--- config.mk ---
export PLATFORM = sky130hd
export DESIGN_NAME = multi_queue_shared_buffer_unit_flat
export DESIGN_NICKNAME = d
export VERILOG_FILES = /design/src/hw/rtl/mqsb_pkg.sv /design/src/hw/rtl/mqsb_if.sv /design/src/hw/rtl/mqsb_ram.sv /design/src/hw/rtl/mqsb_ctrl.sv /design/src/hw/rtl/mqsb_dp.sv /design/src/hw/rtl/multi_queue_shared_buffer_unit.sv /design/src/flat_wrapper.sv
export SDC_FILE = /design/constraint.sdc
export NUM_CORES = 1
export LEC_CHECK = 0
export BUFFER_PORTS_ARGS = -buffer_cell sky130_fd_sc_hd__buf_2
export CORE_MARGIN = 3
export CORE_UTILIZATION = 40
export CTS_BUF_LIST = sky130_fd_sc_hd__clkbuf_8
export DETAILED_ROUTE_END_ITERATION = 7
export PLACE_DENSITY = 0.61
export SETUP_SLACK_MARGIN = 0.2
export SLEW_MARGIN = 5
export SYNTH_ARGS = -nofsm -noshare
export SYNTH_HDL_FRONTEND = slang
export SYNTH_SLANG_ARGS = --single-unit
export TNS_END_PERCENT = 10
--- constraint.sdc ---
create_clock -name clk -period 5 [get_ports clk]
set_input_delay 0.5 -clock clk [delete_from_list [all_inputs] [get_ports clk]]
set_output_delay 0.5 -clock clk [all_outputs]
set_load 0.01 [all_outputs]
--- src/hw/rtl/mqsb_pkg.sv ---
// Package for the multi-queue shared buffer: item payload types, result codes and
// the command group from controller to datapath. No dependencies.
package mqsb_pkg;

    localparam int WORD_W = 32;
    localparam int QNUM_W = 2;

    localparam logic KIND_ENQ = 1'b0;
    localparam logic KIND_DEQ = 1'b1;

    localparam logic [1:0] ST_OK        = 2'd0;
    localparam logic [1:0] ST_OVERFLOW  = 2'd1;
    localparam logic [1:0] ST_UNDERFLOW = 2'd2;

    typedef struct packed {
        logic                     kind;
        logic [QNUM_W-1:0]        queue_number;
        logic signed [WORD_W-1:0] push_word;
    } req_t;

    typedef struct packed {
        logic signed [WORD_W-1:0] pop_word;
        logic [1:0]               status;
    } rsp_t;

    typedef struct packed {
        logic accept;   // latch item and issue memory reads
        logic exec;     // update pointers, write memories, load result
    } ctl_cmd_t;

endpackage

--- src/hw/rtl/mqsb_if.sv ---
// Valid/ready channel carrying one payload item per handshake.
// Payload type is a parameter; used with types from mqsb_pkg.
interface mqsb_if #(parameter type data_t = logic);
    logic  valid;
    logic  ready;
    data_t data;

    modport source (output valid, output data, input ready);
    modport sink   (input valid, input data, output ready);
endinterface

--- src/hw/rtl/mqsb_ram.sv ---
// Generic single-write, single-read RAM with registered read data.
// No dependencies.
module mqsb_ram #(
    parameter int WIDTH = 8,
    parameter int DEPTH = 16
) (
    input  logic                     clk,
    input  logic                     we,
    input  logic [$clog2(DEPTH)-1:0] waddr,
    input  logic [WIDTH-1:0]         wdata,
    input  logic                     re,
    input  logic [$clog2(DEPTH)-1:0] raddr,
    output logic [WIDTH-1:0]         rdata
);
    logic [WIDTH-1:0] mem [DEPTH];
    logic [WIDTH-1:0] rdata_reg;

    always_ff @(posedge clk)
    begin
        if (we)
        begin
            mem[waddr] <= wdata;
        end
        if (re)
        begin
            rdata_reg <= mem[raddr];
        end
    end

    assign rdata = rdata_reg;
endmodule

--- src/hw/rtl/mqsb_ctrl.sv ---
// Controller for the multi-queue shared buffer: sequences accept and execute
// cycles and owns the result valid flag. Depends on mqsb_pkg.
module mqsb_ctrl (
    input  logic                clk,
    input  logic                rst_n,
    input  logic                in_valid,
    output logic                in_ready,
    output logic                out_valid,
    input  logic                out_ready,
    output mqsb_pkg::ctl_cmd_t  cmd
);
    import mqsb_pkg::*;

    typedef enum logic {
        S_IDLE,
        S_EXEC
    } state_t;

    state_t state_reg;
    state_t state_next;
    logic   out_valid_reg;
    logic   out_valid_next;

    assign in_ready   = (state_reg == S_IDLE);
    assign cmd.accept = (state_reg == S_IDLE) && in_valid;
    // execute only once the result register is free or being emptied
    assign cmd.exec   = (state_reg == S_EXEC) && (!out_valid_reg || out_ready);

    always_comb
    begin
        state_next     = state_reg;
        out_valid_next = out_valid_reg;
        if (out_valid_reg && out_ready)
        begin
            out_valid_next = 1'b0;
        end
        unique case (state_reg)
            S_IDLE:
            begin
                if (cmd.accept)
                begin
                    state_next = S_EXEC;
                end
            end
            S_EXEC:
            begin
                if (cmd.exec)
                begin
                    state_next     = S_IDLE;
                    out_valid_next = 1'b1;
                end
            end
            default:
            begin
                state_next = S_IDLE;
            end
        endcase
    end

    always_ff @(posedge clk or negedge rst_n)
    begin
        if (!rst_n)
        begin
            state_reg     <= S_IDLE;
            out_valid_reg <= 1'b0;
        end
        else
        begin
            state_reg     <= state_next;
            out_valid_reg <= out_valid_next;
        end
    end

    assign out_valid = out_valid_reg;
endmodule

--- src/hw/rtl/mqsb_dp.sv ---
// Datapath for the multi-queue shared buffer: queue and free-list pointers,
// link and data memories, result register. Depends on mqsb_pkg and mqsb_ram.
module mqsb_dp #(
    parameter int SLOTS  = 16,
    parameter int QUEUES = 4
) (
    input  logic               clk,
    input  logic               rst_n,
    input  mqsb_pkg::ctl_cmd_t cmd,
    input  mqsb_pkg::req_t     req_data,
    output mqsb_pkg::rsp_t     rsp_data
);
    import mqsb_pkg::*;

    localparam int SW  = $clog2(SLOTS + 1);     // slot code, null = SLOTS
    localparam int AW  = $clog2(SLOTS);
    localparam int QN  = (QUEUES < (1 << QNUM_W)) ? QUEUES : (1 << QNUM_W);
    localparam int QIW = (QN > 1) ? $clog2(QN) : 1;
    localparam logic [SW-1:0] NIL = SW'(SLOTS);

    logic [SW-1:0] head_reg [QN];
    logic [SW-1:0] head_next [QN];
    logic [SW-1:0] tail_reg [QN];
    logic [SW-1:0] tail_next [QN];
    logic [SW-1:0] free_head_reg;
    logic [SW-1:0] free_head_next;
    logic [SW-1:0] fill_reg;        // slots below this have been allocated at least once
    logic [SW-1:0] fill_next;

    logic                     kind_reg;
    logic [QIW-1:0]           qi_reg;
    logic                     qok_reg;
    logic signed [WORD_W-1:0] word_reg;
    logic signed [WORD_W-1:0] pop_word_reg;
    logic signed [WORD_W-1:0] pop_word_next;
    logic [1:0]               status_reg;
    logic [1:0]               status_next;

    logic [QIW-1:0] qi_in;
    logic           qok_in;
    logic [SW-1:0]  rd_slot;
    logic [SW-1:0]  head_q;
    logic [SW-1:0]  tail_q;
    logic [SW-1:0]  link_rd;
    logic [SW-1:0]  link_norm;
    logic [WORD_W-1:0] data_rd;
    logic           link_we;
    logic [AW-1:0]  link_waddr;
    logic [SW-1:0]  link_wdata;
    logic           data_we;

    assign qi_in  = QIW'(req_data.queue_number);
    assign qok_in = ({1'b0, req_data.queue_number} < (QNUM_W + 1)'(QN));

    // read address: free-list head for enqueue, queue head for dequeue
    always_comb
    begin
        if (req_data.kind == KIND_DEQ)
        begin
            rd_slot = qok_in ? head_reg[qi_in] : NIL;
        end
        else
        begin
            rd_slot = free_head_reg;
        end
    end

    mqsb_ram #(.WIDTH(SW), .DEPTH(SLOTS)) u_link_ram (
        .clk   (clk),
        .we    (link_we),
        .waddr (link_waddr),
        .wdata (link_wdata),
        .re    (cmd.accept),
        .raddr (rd_slot[AW-1:0]),
        .rdata (link_rd)
    );

    mqsb_ram #(.WIDTH(WORD_W), .DEPTH(SLOTS)) u_data_ram (
        .clk   (clk),
        .we    (data_we),
        .waddr (free_head_reg[AW-1:0]),
        .wdata (word_reg),
        .re    (cmd.accept),
        .raddr (rd_slot[AW-1:0]),
        .rdata (data_rd)
    );

    assign head_q    = head_reg[qi_reg];
    assign tail_q    = tail_reg[qi_reg];
    assign link_norm = (link_rd < NIL) ? link_rd : NIL;

    always_comb
    begin
        head_next      = head_reg;
        tail_next      = tail_reg;
        free_head_next = free_head_reg;
        fill_next      = fill_reg;
        link_we        = 1'b0;
        link_waddr     = '0;
        link_wdata     = '0;
        data_we        = 1'b0;
        pop_word_next  = pop_word_reg;
        status_next    = status_reg;
        if (cmd.exec)
        begin
            if (kind_reg == KIND_ENQ)
            begin
                pop_word_next = '0;
                if (!qok_reg || (free_head_reg == NIL))
                begin
                    status_next = ST_OVERFLOW;
                end
                else
                begin
                    status_next = ST_OK;
                    // untouched slots still chain to the next index
                    if (free_head_reg < fill_reg)
                    begin
                        free_head_next = link_norm;
                    end
                    else
                    begin
                        free_head_next = free_head_reg + SW'(1);
                    end
                    if (free_head_reg == fill_reg)
                    begin
                        fill_next = fill_reg + SW'(1);
                    end
                    if (head_q == NIL)
                    begin
                        head_next[qi_reg] = free_head_reg;
                    end
                    else
                    begin
                        link_we    = 1'b1;
                        link_waddr = tail_q[AW-1:0];
                        link_wdata = free_head_reg;
                    end
                    tail_next[qi_reg] = free_head_reg;
                    data_we           = 1'b1;
                end
            end
            else
            begin
                if (!qok_reg || (head_q == NIL))
                begin
                    pop_word_next = '1;
                    status_next   = ST_UNDERFLOW;
                end
                else
                begin
                    pop_word_next = data_rd;
                    status_next   = ST_OK;
                    // the tail's link is never stored: it ends the list
                    if ((head_q == tail_q) || (link_norm == NIL))
                    begin
                        head_next[qi_reg] = NIL;
                        tail_next[qi_reg] = NIL;
                    end
                    else
                    begin
                        head_next[qi_reg] = link_norm;
                    end
                    link_we        = 1'b1;
                    link_waddr     = head_q[AW-1:0];
                    link_wdata     = free_head_reg;
                    free_head_next = head_q;
                end
            end
        end
    end

    always_ff @(posedge clk or negedge rst_n)
    begin
        if (!rst_n)
        begin
            for (int i = 0; i < QN; i++)
            begin
                head_reg[i] <= NIL;
                tail_reg[i] <= NIL;
            end
            free_head_reg <= '0;
            fill_reg      <= '0;
        end
        else
        begin
            head_reg      <= head_next;
            tail_reg      <= tail_next;
            free_head_reg <= free_head_next;
            fill_reg      <= fill_next;
        end
    end

    always_ff @(posedge clk)
    begin
        if (cmd.accept)
        begin
            kind_reg <= req_data.kind;
            qi_reg   <= qi_in;
            qok_reg  <= qok_in;
            word_reg <= req_data.push_word;
        end
        pop_word_reg <= pop_word_next;
        status_reg   <= status_next;
    end

    assign rsp_data.pop_word = pop_word_reg;
    assign rsp_data.status   = status_reg;
endmodule

--- src/hw/rtl/multi_queue_shared_buffer_unit.sv ---
// Top level of the multi-queue shared buffer: several FIFO queues linked through
// one slot store. Depends on mqsb_pkg, mqsb_if, mqsb_ctrl and mqsb_dp.
//
//   channel  dir  payload                                   handshake
//   req      in   kind, queue_number, push_word (req_t)     valid/ready
//   rsp      out  pop_word, status (rsp_t)                  valid/ready
//
// Each item has an accept cycle and an execute cycle: in the accept cycle the link and
// data memories are read at the free-list head (enqueue) or the queue head (dequeue);
// in the execute cycle the pointers are updated, at most one link and one data word
// are written and the result register is loaded.
// Reset clears all queue pointers and the free list at once: a fill count stands
// in for the initial slot chain, so there is no clearing pass.
// A result waits in its register while a new item is accepted; the execute
// cycle holds only while that register is full and not being taken.
module multi_queue_shared_buffer_unit #(
    parameter int SLOTS  = 16,
    parameter int QUEUES = 4
) (
    input logic   clk,
    input logic   rst_n,
    mqsb_if.sink  req,
    mqsb_if.source rsp
);
    import mqsb_pkg::*;

    ctl_cmd_t cmd;
    req_t     req_data;
    rsp_t     rsp_data;

    // one item in flight; the controller sequences accept and execute
    mqsb_ctrl u_ctrl (
        .clk       (clk),
        .rst_n     (rst_n),
        .in_valid  (req.valid),
        .in_ready  (req.ready),
        .out_valid (rsp.valid),
        .out_ready (rsp.ready),
        .cmd       (cmd)
    );

    assign req_data = req.data;

    // pointers, memories and result register
    mqsb_dp #(.SLOTS(SLOTS), .QUEUES(QUEUES)) u_dp (
        .clk      (clk),
        .rst_n    (rst_n),
        .cmd      (cmd),
        .req_data (req_data),
        .rsp_data (rsp_data)
    );

    assign rsp.data = rsp_data;
endmodule

--- src/flat_wrapper.sv ---
// flat-port wrapper written by rule: the top's interface ports become plain ports
module multi_queue_shared_buffer_unit_flat import mqsb_pkg::*;
#(
    parameter int SLOTS  = 16,
    parameter int QUEUES = 4
)
  (clk, rst_n, req_valid, req_data, req_ready, rsp_valid, rsp_data, rsp_ready);
  mqsb_if #(.data_t(req_t)) req_i ();
  mqsb_if #(.data_t(rsp_t)) rsp_i ();
  input logic clk;
  input logic rst_n;
  input wire logic [$bits(req_i.valid)-1:0] req_valid;
  input wire logic [$bits(req_i.data)-1:0] req_data;
  output wire logic [$bits(req_i.ready)-1:0] req_ready;
  output wire logic [$bits(rsp_i.valid)-1:0] rsp_valid;
  output wire logic [$bits(rsp_i.data)-1:0] rsp_data;
  input wire logic [$bits(rsp_i.ready)-1:0] rsp_ready;
  assign req_i.valid = req_valid;
  assign req_i.data = req_data;
  assign req_ready = req_i.ready;
  assign rsp_valid = rsp_i.valid;
  assign rsp_data = rsp_i.data;
  assign rsp_i.ready = rsp_ready;
  multi_queue_shared_buffer_unit #(.SLOTS(SLOTS), .QUEUES(QUEUES)) u_core (.clk(clk), .rst_n(rst_n), .req(req_i), .rsp(rsp_i));
endmodule
-- Yosys cells after proc, flatten, opt, wreduce, memory -nomap -nowiden
Memory sizes are Yosys's and may differ from the RTL's. A register that Yosys moved wholly into a read port is not among the register bits.
Index checks and enable logic that the tools add are counted.
- reductions and logical operators: 12
- order comparisons: 5
- shift operators: 0
- $mul: 0
- muxes and demuxes: 59
- add/subtract/negate cells: 2
- divide/modulo/power cells: 0
- eq/ne operators: 8
- bitwise gates (word level): 10
- operators by type and width (kind ; count):
    2-to-1 mux 20 bit ; 9
    2-to-1 mux 5 bit ; 14
    bitwise mux 20 bit ; 3
    AND 16 bit ; 2
    2-to-1 mux 32 bit ; 1
    2-to-1 mux 4 bit ; 8
    binary-select mux 5 bit (select 2 bit) ; 3
    2-to-1 mux 1 bit ; 17
    inverter 16 bit ; 1
    == test 5 bit, second input constant ; 3
    AND reduction 4 bit ; 3
    adder 5 x 1 -> 5 bit, second input constant ; 2
    demux 5 bit (select 2 bit) ; 1
    == test 5 bit ; 2
    bitwise OR 4 bit ; 2
    greater-or-equal comparator 3 bit, second input constant ; 2
    inverter 2 -> 3 bit ; 2
    less-than comparator 5 bit ; 1
    less-than comparator 5 bit, second input constant ; 1
    logical AND 1 bit ; 4
    2-to-1 mux 2 bit ; 2
    != test 2 bit, second input constant ; 2
    less-than comparator 3 x 1 -> 1 bit, second input constant ; 1
    inverter 1 bit ; 3
    other kinds (6) ; 7
- bits in read-only memories: 0
- RAM bits: 592
- register bits: 121
- output and inout port bits: 36
- latch bits: 0
- word-level logic and storage cells: 115
- bits of input ports: 39
- memories kept: 2
- memories (memory ; depth ; bits a word ; rd ports ; clocked after Yosys merged registers in ; write ports ; line ; RTL):
    u_core.u_dp.u_data_ram.mem ; 16 ; 32 ; 1 ; 1 ; 1 ; mqsb_ram.sv:15 ; logic [WIDTH-1:0] mem [DEPTH];
    u_core.u_dp.u_link_ram.mem ; 16 ; 5 ; 1 ; 1 ; 1 ; mqsb_ram.sv:15 ;

-- Logic depth before layout (Yosys ltp)
- depth in word-level cells: 11
- depth in mapped cells: 12
- gate-level depth less buffers: 9

-- Hierarchy
From an unflattened synthesis, not the netlist that was laid out.
- cells, all modules: 1469
- area total of the unflattened synthesis: 29148.0 um^2
- by module, submodules not included (module ; sequential area each (um^2) ; times used ; cells each ; area an instance (um^2)):
    mqsb_ram (u_core.u_dp.u_data_ram) ; 16335.7 ; 1 ; 838 ; 20155.6
    mqsb_dp ; 3333.2 ; 1 ; 468 ; 5635.4
    mqsb_ram (u_core.u_dp.u_link_ram) ; 2552.4 ; 1 ; 155 ; 3263.1
    mqsb_ctrl ; 50.0 ; 1 ; 8 ; 93.8

-- Least setup slack after synthesis
No wires, ideal clock.
- path kind: input-to-reg
- start: input port rsp_ready
- end: memory u_core.u_dp.u_data_ram.mem[3][0] (netlist name), enable pin
- setup time: 0.461 ns
- arrival time: 4.106 ns
- buffers on the path: 0
- cell stages on the path: 6
- required time: 4.539 ns
- slack: 0.433 ns
- path through: nand2b_1 nand2_1 inv_1 and2_1 nand2_1 nor3_1
- RTL lines (item ; line ; RTL):
    start: declaration ; flat_wrapper.sv:17 ; input wire logic [$bits(rsp_i.ready)-1:0] rsp_ready;
    end: declaration ; mqsb_ram.sv:15 ;

-- Final worst setup path
- start: register u_core.u_dp.qi_reg[0]
- end: register u_core.u_dp.head_reg[11] (netlist name)
- cells in the longest elaborated chain, start to end: 10
- elaborated cells on any way between the ends: 27
- those cells by class: order compare (2); eq/ne (3); mux (15); bitwise (3); reduce/logical (4)
- ends and longest elaborated chain (item ; line ; RTL):
    start: declaration ; mqsb_dp.sv:31 ; logic [QIW-1:0] qi_reg;
    start signal: assignment ; mqsb_dp.sv:199 ; qi_reg <= qi_in;
    inverter 2 -> 3 bit (implied by the code) (*) ; n/a ;
    greater-or-equal comparator 3 bit (implied by the code) or less-than comparator 3 x 1 -> 1 bit (tied branches) ; mqsb_dp.sv:131, mqsb_dp.sv:157, mqsb_dp.sv:162 ;
    logical AND 1 bit (implied by the code) ; mqsb_dp.sv:131, mqsb_dp.sv:157, mqsb_dp.sv:162 ;
    2-to-1 mux 5 bit (implied by the code) ; mqsb_dp.sv:131, mqsb_dp.sv:157, mqsb_dp.sv:162 ;
    demux 5 bit (select 2 bit) ; mqsb_dp.sv:131, mqsb_dp.sv:157, mqsb_dp.sv:162 ;
    inverter 16 bit (no source line) ; n/a ;
    AND 16 bit (no source line) ; n/a ;
    2-to-1 mux 20 bit ; mqsb_dp.sv:155 ; if ((head_q == tail_q) || (link_norm == NIL))
    2-to-1 mux 20 bit ; mqsb_dp.sv:145 ; if (!qok_reg || (head_q == NIL))
    2-to-1 mux 20 bit ; mqsb_dp.sv:106 ; if (kind_reg == KIND_ENQ)
    end signal: assignment ; mqsb_dp.sv:187 ; head_reg <= head_next;
    end: declaration ; mqsb_dp.sv:21 ; logic [SW-1:0] head_reg [QN];
Mark *: on every way between the ends. The rest lies on a longest branch, timed or not. The select of a mux whose other input is x is not followed.
A chain may end at the register's enable or synchronous reset.

==> results_tabular.tex <==
\begin{tabular}{lr}
\hline
Metric & Value \\
\hline
\multicolumn{2}{l}{\textbf{Run status}} \\
Outcome & completed \\
\multicolumn{2}{l}{\textbf{GRT}} \\
Initial antenna violation count & 1 \\
Vias in the first global route & 15500 \\
Global-route congestion overflow total & 0 \\
Wire length of the first global-routing pass & 99200 um \\
Total GRT Usage & 0.172 \\
Maximum number of pins on one net before global-route repair & 101 \\
\multicolumn{2}{l}{\textbf{Worst setup path}} \\
Startpoint of the most critical register-to-register path & u\_core.u\_dp.qi\_reg[0]\$\_DFFE\_PP\_ \\
Worst Setup End Kind & flop \\
Arr. time, crit path & 4.51 ns \\
Crit path from & u\_core.u\_dp.qi\_reg[0]\$\_DFFE\_PP\_ \\
Setup slack on the worst flop-to-flop path & 1.09 ns \\
Cells on worst reg2reg path & 8 \\
Setup crit end & u\_core.u\_dp.head\_reg[11]\$\_DFFE\_PN0P\_ \\
Required time at the worst-slack endpoint & 5.60 ns \\
Critical path peak fanout & 16 \\
CP startpoint kind & flop \\
Worst flop-to-flop path endpoint & u\_core.u\_dp.head\_reg[11]\$\_DFFE\_PN0P\_ \\
Worst setup path class & flop to flop \\
\multicolumn{2}{l}{\textbf{Hold path}} \\
Hold Crit Start & rsp\_ready \\
Hold Path Stages & 3 \\
Path category of the worst min-delay check & input port to flop \\
\multicolumn{2}{l}{\textbf{Place}} \\
\# port buffers & 74 \\
Worst Setup Slack post-DPL & 1.11 ns \\
Half-perimeter wire length of the detailed placement result & 37100 um \\
Gp weighted congestion & 0.801 \\
\multicolumn{2}{l}{\textbf{Floorplanning}} \\
Die width & 276 um \\
Die Outline Area & 76200 um\^{}2 \\
I/O pins & 75 \\
Core box area & 71900 um\^{}2 \\
Initial Util & 0.406 \\
Site Rows & 98 \\
Die height & 276 um \\
\multicolumn{2}{l}{\textbf{Synth}} \\
Distinct cell type count of the synthesized netlist & 54 \\
Leading area contributor after synthesis & sky130\_fd\_sc\_hd\_\_edfxtp\_1 \\
Post-synth EDFFs & 698 \\
Seq/Total Area, Yosys & 0.764 \\
Most instantiated cells after synthesis & sky130\_fd\_sc\_hd\_\_edfxtp\_1 (698), sky130\_fd\_sc\_hd\_\_mux4\_2 (161), sky130\_fd\_sc\_hd\_\_nor2\_1 (118) \\
Most repeated cell in the gate-level netlist after synthesis & sky130\_fd\_sc\_hd\_\_edfxtp\_1 \\
Ys Warns & 0 \\
Post-Synthesis Mean Instance Area & 20.0 um\^{}2 \\
Net count after synthesis & 1508 \\
Ranking of synthesized cells by area & sky130\_fd\_sc\_hd\_\_edfxtp\_1 (72\%), sky130\_fd\_sc\_hd\_\_mux4\_2 (12\%), sky130\_fd\_sc\_hd\_\_dfrtp\_1 (3.8\%), sky130\_fd\_sc\_hd\_\_a22oi\_1 (2.3\%), sky130\_fd\_sc\_hd\_\_nor2\_1 (1.5\%) \\
Netlist area before placement & 29200 um\^{}2 \\
Fraction of post-synthesis cell area in the top cell type by area & 0.719 \\
Instance count of the mapped netlist & 1458 \\
Primary flip-flop cell chosen by synthesis mapping & sky130\_fd\_sc\_hd\_\_edfxtp\_1 \\
Count of state elements after synthesis & 750 \\
Async set or reset register ratio after synthesis & 0.0693 \\
\multicolumn{2}{l}{\textbf{STA}} \\
Final Hold Fails & 0 \\
Minimum clock period & 3.91 ns \\
Aggregate negative setup slack & 0 ns \\
Max-slew violation count & 0 \\
Fraction of the cycle the final worst path needs & 0.783 \\
Worst setup slack after layout & 1.09 ns \\
Fmax achieved & 0.256 GHz \\
RSZ-0062 raised after global routing & no \\
Fin Clk Skew & 0.0409 ns \\
Relative max-transition margin & 0.253 \\
Actual slew at the worst max-slew pin & 1.10 ns \\
Worst hold-check slack & 0.0998 ns \\
Setup-failing EPs final & 0 \\
\multicolumn{2}{l}{\textbf{Routing}} \\
Drt wl/cell & 24.2 um \\
Detailed-route wire length & 65500 um \\
Router iterations before antenna repair & 5 \\
Detailed router's first-iteration violation count & 1423 \\
Drt drc & 0 \\
Vias per cell & 5.41 \\
Final antenna-violating net count & 0 \\
Total number of vias & 14600 \\
\multicolumn{2}{l}{\textbf{Final layout}} \\
Fin nets & 1712 \\
Flip-flop count of the largest register, all copies and words added & 512 \\
Largest registers & u\_core.u\_dp.u\_data\_ram.mem x512, u\_core.u\_dp.u\_link\_ram.mem x80 \\
End-of-flow core utilization & 0.467 \\
Layout cell share with drive strength beyond 1 & 0.282 \\
Layout overhead on the synthesized area & 15.1\% \\
Register bank with the most flops & u\_core.u\_dp.u\_data\_ram.mem \\
\multicolumn{2}{l}{\textbf{Power}} \\
Worst IR drop on VDD & 0.274 mV \\
Power Density & 497 nW/um\^{}2 \\
Total leakage power & 11.4 nW \\
\multicolumn{2}{l}{\textbf{Clock tree}} \\
Number of H-tree branching levels & 3 \\
Worst skew pair latency & 0.74 ns \\
Maximum count of clock buffers along a single path & 3 \\
Clk sink count & 750 \\
Clock transition time at the flip-flop clock pins of the worst setup and hold paths & 0.07 ns \\
Setup bufs post-CTS & 0 \\
Clock tree from TritonCTS & built \\
Clock buffer count from CTS & 117 \\
CTS root buf & sky130\_fd\_sc\_hd\_\_clkbuf\_8 \\
\multicolumn{2}{l}{\textbf{Run}} \\
Number of maximum-capacitance violations & 0 \\
\hline
\end{tabular}
## cell type report
cell class,count,area (um^2)
fillers,6060,38300
flip-flops and latches,750,22300
multi-input cells,621,6720
clock buffers,121,1670
well taps,950,1190
repair buffers,157,1160
clock inverters,92,515
inverters,15,56.3
diodes,1,2.50
## logic make-up (layout without fill, tap and decap cells)
logic type | after synthesis | after routing | synth area share
multiplexers | 201 | 201 | 0.141
other | 0 | 1 | 0
adder cells (fa/ha/maj) | 11 | 11 | 0.00472
flip-flops | 750 | 750 | 0.764
XOR/XNOR | 12 | 12 | 0.00360
AND/OR/NAND/NOR | 236 | 236 | 0.0363
buffers and inverters | 87 | 385 | 0.0125
AO/OA/AOI/OAI | 161 | 161 | 0.0387
## per-layer routing
metal / vias to the layer above / share of wire / track usage
met4: 0 / 0.017 / 0.0435
met1: 7724 / 0.45 / 0.245
li1: 6377 / - / -
met2: 448 / 0.49 / 0.277
met3: 95 / 0.052 / 0.0323
met5: - / 0 / 0
## how the worst min path moves through the flow
stage,end,slack (ns)
global placement,u_core.u_dp.fill_reg[4]$_DFFE_PN0P_,0.47
finish,u_core.u_ctrl.out_valid$_DFF_PN0_,0.1
detailed placement,u_core.u_dp.fill_reg[4]$_DFFE_PN0P_,0.47
global route,u_core.u_dp.qi_reg[1]$_DFFE_PP_,0.06
CTS,u_core.u_ctrl.out_valid$_DFF_PN0_,0.03
floorplan,u_core.u_ctrl.out_valid$_DFF_PN0_,0.20
## report_power, final
group / internal (mW) / switching, mW / total, mW
sequential: 7.59 / 0.381 / 7.97
clock: 2.42 / 2.38 / 4.80
combinational: 1.70 / 2.23 / 3.93
total: 11.7 / 4.99 / 16.7
## critical path: stages (launching register included)
cell	delay, ns
sky130_fd_sc_hd__edfxtp_1	0.79
sky130_fd_sc_hd__mux4_2	0.64
sky130_fd_sc_hd__nor4_1	0.45
sky130_fd_sc_hd__and2_2	0.49
sky130_fd_sc_hd__ha_1	0.19
sky130_fd_sc_hd__inv_1	0.04
sky130_fd_sc_hd__nor2_1	0.44
sky130_fd_sc_hd__o21ai_0	0.38
sky130_fd_sc_hd__mux2_2	0.37
## metrics by stage
stage	total power, mW	area (um^2)	instances
floorplan	10.7	29200	1458
global placement	12.0	31100	2460
detailed placement	12.1	31100	2460
CTS	16.9	33600	2706
global route	17.5	33600	2707
finish	16.7	33600	2707
## placed cells by master, fill, tap and decap left out, types with 5 or more instances in the layout
| cell type | n |
|---|---|
| sky130_fd_sc_hd__a21o_1 | 5 |
| sky130_fd_sc_hd__a21oi_1 | 17 |
| sky130_fd_sc_hd__a22oi_1 | 90 |
| sky130_fd_sc_hd__a31oi_1 | 6 |
| sky130_fd_sc_hd__and2_1 | 8 |
| sky130_fd_sc_hd__buf_12 | 7 |
| sky130_fd_sc_hd__buf_2 | 74 |
| sky130_fd_sc_hd__buf_4 | 43 |
| sky130_fd_sc_hd__clkbuf_8 | 121 |
| sky130_fd_sc_hd__clkinv_1 | 34 |
| sky130_fd_sc_hd__clkinv_2 | 12 |
| sky130_fd_sc_hd__dfrtp_1 | 44 |
| sky130_fd_sc_hd__dfstp_2 | 8 |
| sky130_fd_sc_hd__dlygate4sd3_1 | 33 |
| sky130_fd_sc_hd__edfxtp_1 | 698 |
| sky130_fd_sc_hd__ha_1 | 11 |
| sky130_fd_sc_hd__inv_1 | 47 |
| sky130_fd_sc_hd__mux2_1 | 12 |
| sky130_fd_sc_hd__mux2_2 | 17 |
| sky130_fd_sc_hd__mux4_2 | 161 |
| sky130_fd_sc_hd__nand2_1 | 52 |
| sky130_fd_sc_hd__nand2b_1 | 5 |
| sky130_fd_sc_hd__nand3_1 | 17 |
| sky130_fd_sc_hd__nor2_1 | 106 |
| sky130_fd_sc_hd__nor2_4 | 12 |
| sky130_fd_sc_hd__nor2b_1 | 6 |
| sky130_fd_sc_hd__nor3_2 | 7 |
| sky130_fd_sc_hd__o21ai_0 | 21 |
| sky130_fd_sc_hd__xnor2_1 | 7 |
| sky130_fd_sc_hd__xor2_1 | 5 |
## repair_timing
item | 4_1_cts | 5_1_grt
gates resized for setup | 0 | 0
endpoints found under the hold margin | 76 | 0
hold buffers | 33 | 0
Note: power is estimated with default switching activity, not from simulation.
